**config.mk**
```make
export PLATFORM = sky130hd
export DESIGN_NAME = oact_ram
export DESIGN_NICKNAME = d
export VERILOG_FILES = /design/src/design/object_age_census_tenuring_core_assert.svh /design/src/design/oact_ram.sv
export SDC_FILE = /design/constraint.sdc
export NUM_CORES = 1
export LEC_CHECK = 0
export BUFFER_PORTS_ARGS = -buffer_cell sky130_fd_sc_hd__buf_2
export CORE_ASPECT_RATIO = 0.5
export CORE_UTILIZATION = 54
export DETAILED_ROUTE_END_ITERATION = 10
export PLACE_DENSITY = 0.79
export SKIP_LAST_GASP = 1
export SLEW_MARGIN = 5
export SYNTH_ARGS = -nofsm -noshare
export SYNTH_HDL_FRONTEND = slang
export SYNTH_SLANG_ARGS = --single-unit
```
**constraint.sdc**
```tcl
create_clock -name clk -period 3.3 [get_ports clk]
set_input_delay 0.33 -clock clk [delete_from_list [all_inputs] [get_ports clk]]
set_output_delay 0.33 -clock clk [all_outputs]
set_load 0.02 [all_outputs]
```
**src/design/object_age_census_tenuring_core_assert.svh**
```systemverilog
// Assertion helpers shared by the census core.
`ifndef OBJECT_AGE_CENSUS_TENURING_CORE_ASSERT_SVH
`define OBJECT_AGE_CENSUS_TENURING_CORE_ASSERT_SVH

// Holds in the same cycle as the trigger.
`define OACT_ASSERT_NOW(label, trig, cons, msg) \
  label: assert property (@(posedge clk) disable iff (rst) (trig) |-> (cons)) \
    else $error(msg);

// Holds in the cycle after the trigger.
`define OACT_ASSERT_NEXT(label, trig, cons, msg) \
  label: assert property (@(posedge clk) disable iff (rst) (trig) |=> (cons)) \
    else $error(msg);

// Holds later than the trigger: a non-overlapping implication followed by a further delay.
`define OACT_ASSERT_LATER(label, trig, cons, msg) \
  label: assert property (@(posedge clk) disable iff (rst) (trig) |=> ##1 (cons)) \
    else $error(msg);

`endif

```
**src/design/oact_ram.sv**
```systemverilog
module oact_ram #(
  parameter int WIDTH = 8,
  parameter int DEPTH = 16
) (
  input  logic                     clk,
  input  logic                     we,
  input  logic [$clog2(DEPTH)-1:0] waddr,
  input  logic [WIDTH-1:0]         wdata,
  input  logic [$clog2(DEPTH)-1:0] raddr,
  output logic [WIDTH-1:0]         rdata
);

  logic [WIDTH-1:0] mem [DEPTH];

  always_ff @(posedge clk) begin
    if (we) begin
      mem[waddr] <= wdata;
    end
    rdata <= mem[raddr];
  end

endmodule

```
== Word-level counts from Yosys, hierarchy flattened ==
Memory sizes are Yosys's and may differ from the RTL's. A register that Yosys moved wholly into a read port is not among the register bits.
Cells that the tools add are included.

* Latch bits: 0
* Memory bits (read-only): 0
* Bits of input ports: 18
* Logic and storage cells: 3
* Output and inout port bits: 8
* Memories kept: 1
* Bits in writable memories: 128
* Register bits: 0

{| class="wikitable"
|+ Memory list
! memory !! words !! bits a word !! read ports !! clocked after memory_dff !! wr ports !! RTL line !! RTL
|-
| mem || 16 || 8 || 1 || 1 || 1 || oact_ram.sv:13 || <nowiki>logic [WIDTH-1:0] mem [DEPTH];</nowiki>
|}

* $add $sub $neg: 0
* Eq/ne operators: 0
* Multipliers: 0
* Divide/modulo/power cells: 0
* Bitwise logic cells: 0
* Magnitude comparators: 0
* Reduce and logical (&&, ||, !) cells: 0
* Shifts and indexed selects: 0
* Muxes and demuxes: 2

{| class="wikitable"
|+ Operators with widths
! cell !! number
|-
| 1-bit 2-to-1 mux || 2
|}

== Logic depth before layout (Yosys ltp) ==
* Word-level depth: 2
* Gate-level depth with buffers: 5
* Depth with buffers taken out: 3

== Worst setup path after synthesis ==
No wires, ideal clock.

* Kind: input to register
* Start: input port waddr[2]
* End: memory mem[0][0] (enable)
* Buffers on the path: 0
* Cell stages on the path: 2
* Slack: 1.477 ns
* Data arrival time: 1.440 ns
* Required time: 2.917 ns
* Library setup time: 0.383 ns
* Path through: or3b_2 -> nor3_1

{| class="wikitable"
|+ RTL lines
! what !! RTL line !! RTL
|-
| start: declaration || oact_ram.sv:7 || <nowiki>input logic [$clog2(DEPTH)-1:0] waddr,</nowiki>
|-
| end: declaration || oact_ram.sv:13 ||
|}

Straight into the memory's write port.

==> results.toml <==
[run_status]
status = "finished, final reports clean"

[drt]
drtIter0Drc = 327
vias = 2565
route.detailed.drc = 0
dr.pass1.iters = 5
wl_per_cell_um = 26.7
postRouteAntennaNets = 0
wl_um = 10700
via_per_inst = 6.43

[min_path]
hp-class = "primary input to register"

[final_layout]
syn_to_final_growth_pct = 17.1
fillers = 515
nets = 287
diodes = 0
layout-drive-gt1-share_pct = 28.7

[global_routing]
grt_usage_pct = 24.1
antenna_found_initial = 0
grt_pass1_wl_um = 15900
grt_pass1_vias = 2595
overflow = 0
grt_max_degree = 33

[sta]
slew_violations = 0
worst_clock_skew_ns = 0.0116
maxSlewHeadroom_pct = 34.8
rsz0062_at_grt = "false"
max_freq_mhz = 646
layout_min_cycle_time_ns = 1.55
setup_viol = 0
worst_slack_ns = 1.75
finalHoldViolations = 0
worstMarginPinSlew_ns = 0.975
setup_tns_ns = 0
finalCritPeriodShare_pct = 46.9

[yosys]
syn_inst = 229
syn-cell-area_um2 = 5150
syn_area_per_cell_um2 = 22.5
yosys_warnings = 0
synth-seq-cells = 136
ys_types = 19
ys_seq_area_share_pct = 77.8
syn_nets = 247

[power_and_ir_drop]
clkPwrFrac_pct = 49.2
p_per_area_nw_per_um2 = 697
pwr-share-seq_pct = 46.3
leakage_nw = 2.04
ir_worst_vdd_mv = 0.363
swShare_pct = 20.3
comb_power_share_pct = 4.5
switching_power_mw = 0.854
p_int_mw = 3.35

[critical_path]
crit_type = "primary input to register"
cp-start-kind = "primary input"
slowest_stage = "buf_2"
cp_max_fo = 32
cpPeakStageDelay_ns = 0.61
path_cells = "buf_2 > mux4_2 > a22oi_1 > nand2_1"
cp_data_arrival_time_ns = 1.84
cp-end-kind = "register"
crit_required_ns = 3.59
path_buf_inv = 1
path_delay_family = "buffers and inverters"
reg2reg_slack_ns = 1.85

[clock_network]
insertion_delay_ns = 0.42
clkTransAtPathRegs_ns = 0.06
cts_setup_buffers = 0
ctsHoldBuffers = 0
cts_resized = 0
cts.sinks = 136
cts_buffers = 17
tritoncts = "built"
cts_root_buffer = "clkbuf_16"
clk_path_buf_depth = 2
cts_max_level = 4

[placement]
io_buffer_count = 25
pre_cts_ws_ns = 1.36
place.gp.congestion = 0.764
dp.final_hpwl_um = 5940

[run]
maxCapViolations = 0

[floorplan]
core_um2 = 8980
die_area_um2 = 9950
dieHeight_um = 71.0
initial_utilization_pct = 57.3
rows = 24
ios = 26
die_w_um = 140
[power groups by stage]
| stage | registers [mW] | logic, mW | clock network (mW) |
|---|---|---|---|
| 6_report | 1.94 | 0.189 | 2.07 |
| 5_1_grt | 1.95 | 0.201 | 2.14 |
| 4_1_cts | 1.94 | 0.189 | 2.08 |
| 3_5_place_dp | 1.98 | 0.184 | 0 |
| 3_3_place_gp | 1.97 | 0.179 | 0 |
| 2_1_floorplan | 1.99 | 0.0980 | 0 |
[placed cells by master, fill, tap and decap left out]
cell type and count:
nor2b_1 1, buf_2 25, nand2b_1 2, clkinvlp_4 2, clkinv_1 1, nand3b_1 2, or3b_2 1, nor2_1 13
clkinv_4 2, clkinv_2 2, and2b_1 1, dfxtp_1 8, and2_1 1, edfxtp_1 128, inv_6 3, mux4_1 14
a22oi_1 16, nand2_1 9, clkbuf_16 17, nand3_1 1, nor3_1 4, mux4_2 18, buf_4 6, bufinv_16 5
[sequential cells by signal, summed over array words and instances (netlist names)]
signal  cells
rdata       8
mem       128
[cell type report]
type | instances | area [µm²] | share of cell area, %
clock buffers | 17 | 425 | 7.06
clock inverters | 15 | 223 | 3.70
multi-input cells | 83 | 1060 | 17.5
flip-flops and latches | 136 | 4000 | 66.4
well taps | 117 | 146 | 2.43
repair buffers | 31 | 170 | 2.82
[cells in the mapped netlist (all sizes together)]
cell type        n  share of area, %
and2             1              0.12
mux4            32                15
a22oi           16               2.3
nand2b           2              0.24
clkdlybuf4s25    3              0.58
edfxtp         128                75
nor2b            1              0.12
and2b            1              0.15
or3b             1              0.17
nor3             4              0.39
dfxtp            8               3.1
nand2            9              0.66
nor2            13              0.95
buf              7               1.1
nand3b           2              0.29
nand3            1             0.097
[worst paths after layout]
| check | startpoint | endpoint | cells past startpoint |
|---|---|---|---|
| max | raddr[1] | rdata[7] | 4 |
| min | wdata[3] | mem[3][3] | 1 |
| max reg2reg | mem[3][5] | rdata[5] | 3 |
| min reg2reg | mem[14][4] | rdata[4] | 3 |
[metal layers]
| layer | GRT usage, % | wire [µm] | up-vias |
|---|---|---|---|
| met2 | 38.2 | 5200 | 146 |
| met4 | 9.52 | 272 | 0 |
| met3 | 8.87 | 943 | 28 |
| li1 | - | - | 1061 |
| met5 | 0 | 0 | - |
| met1 | 30.8 | 4250 | 1330 |
[stage by stage]
stage / instances / hold WS (ns) / utilization [%] / power, mW / instance area [µm²]
global placement: 367 / 0.648 / 59.9 / 2.15 / 5380
finish: 399 / 0.297 / 67.1 / 4.20 / 6030
global route: 399 / 0.288 / 67.1 / 4.29 / 6030
CTS: 399 / 0.284 / 67.1 / 4.21 / 6030
detailed placement: 367 / 0.658 / 59.9 / 2.16 / 5380
floorplan: 229 / 0.429 / - / 2.09 / 5150
[worst reg2reg max path: cells and delay by family (launching register included)]
kind,cells,cell delay [ns]
muxes,1,0.49
DFF,1,0.37
AOI/OAI and AO/OA,1,0.30
and+or+nand+nor,1,0.16
[cells by family (layout without fill, tap and decap cells)]
| group | Yosys count | in the layout | share of synthesized area [%] |
|---|---|---|---|
| AO/OA/AOI/OAI | 16 | 16 | 2.33 |
| AND/OR/NAND/NOR | 35 | 35 | 3.18 |
| buffers and inverters | 10 | 63 | 1.68 |
| flip-flops | 136 | 136 | 77.8 |
| multiplexers | 32 | 32 | 15.0 |
Power figures use the tool's default switching activity.
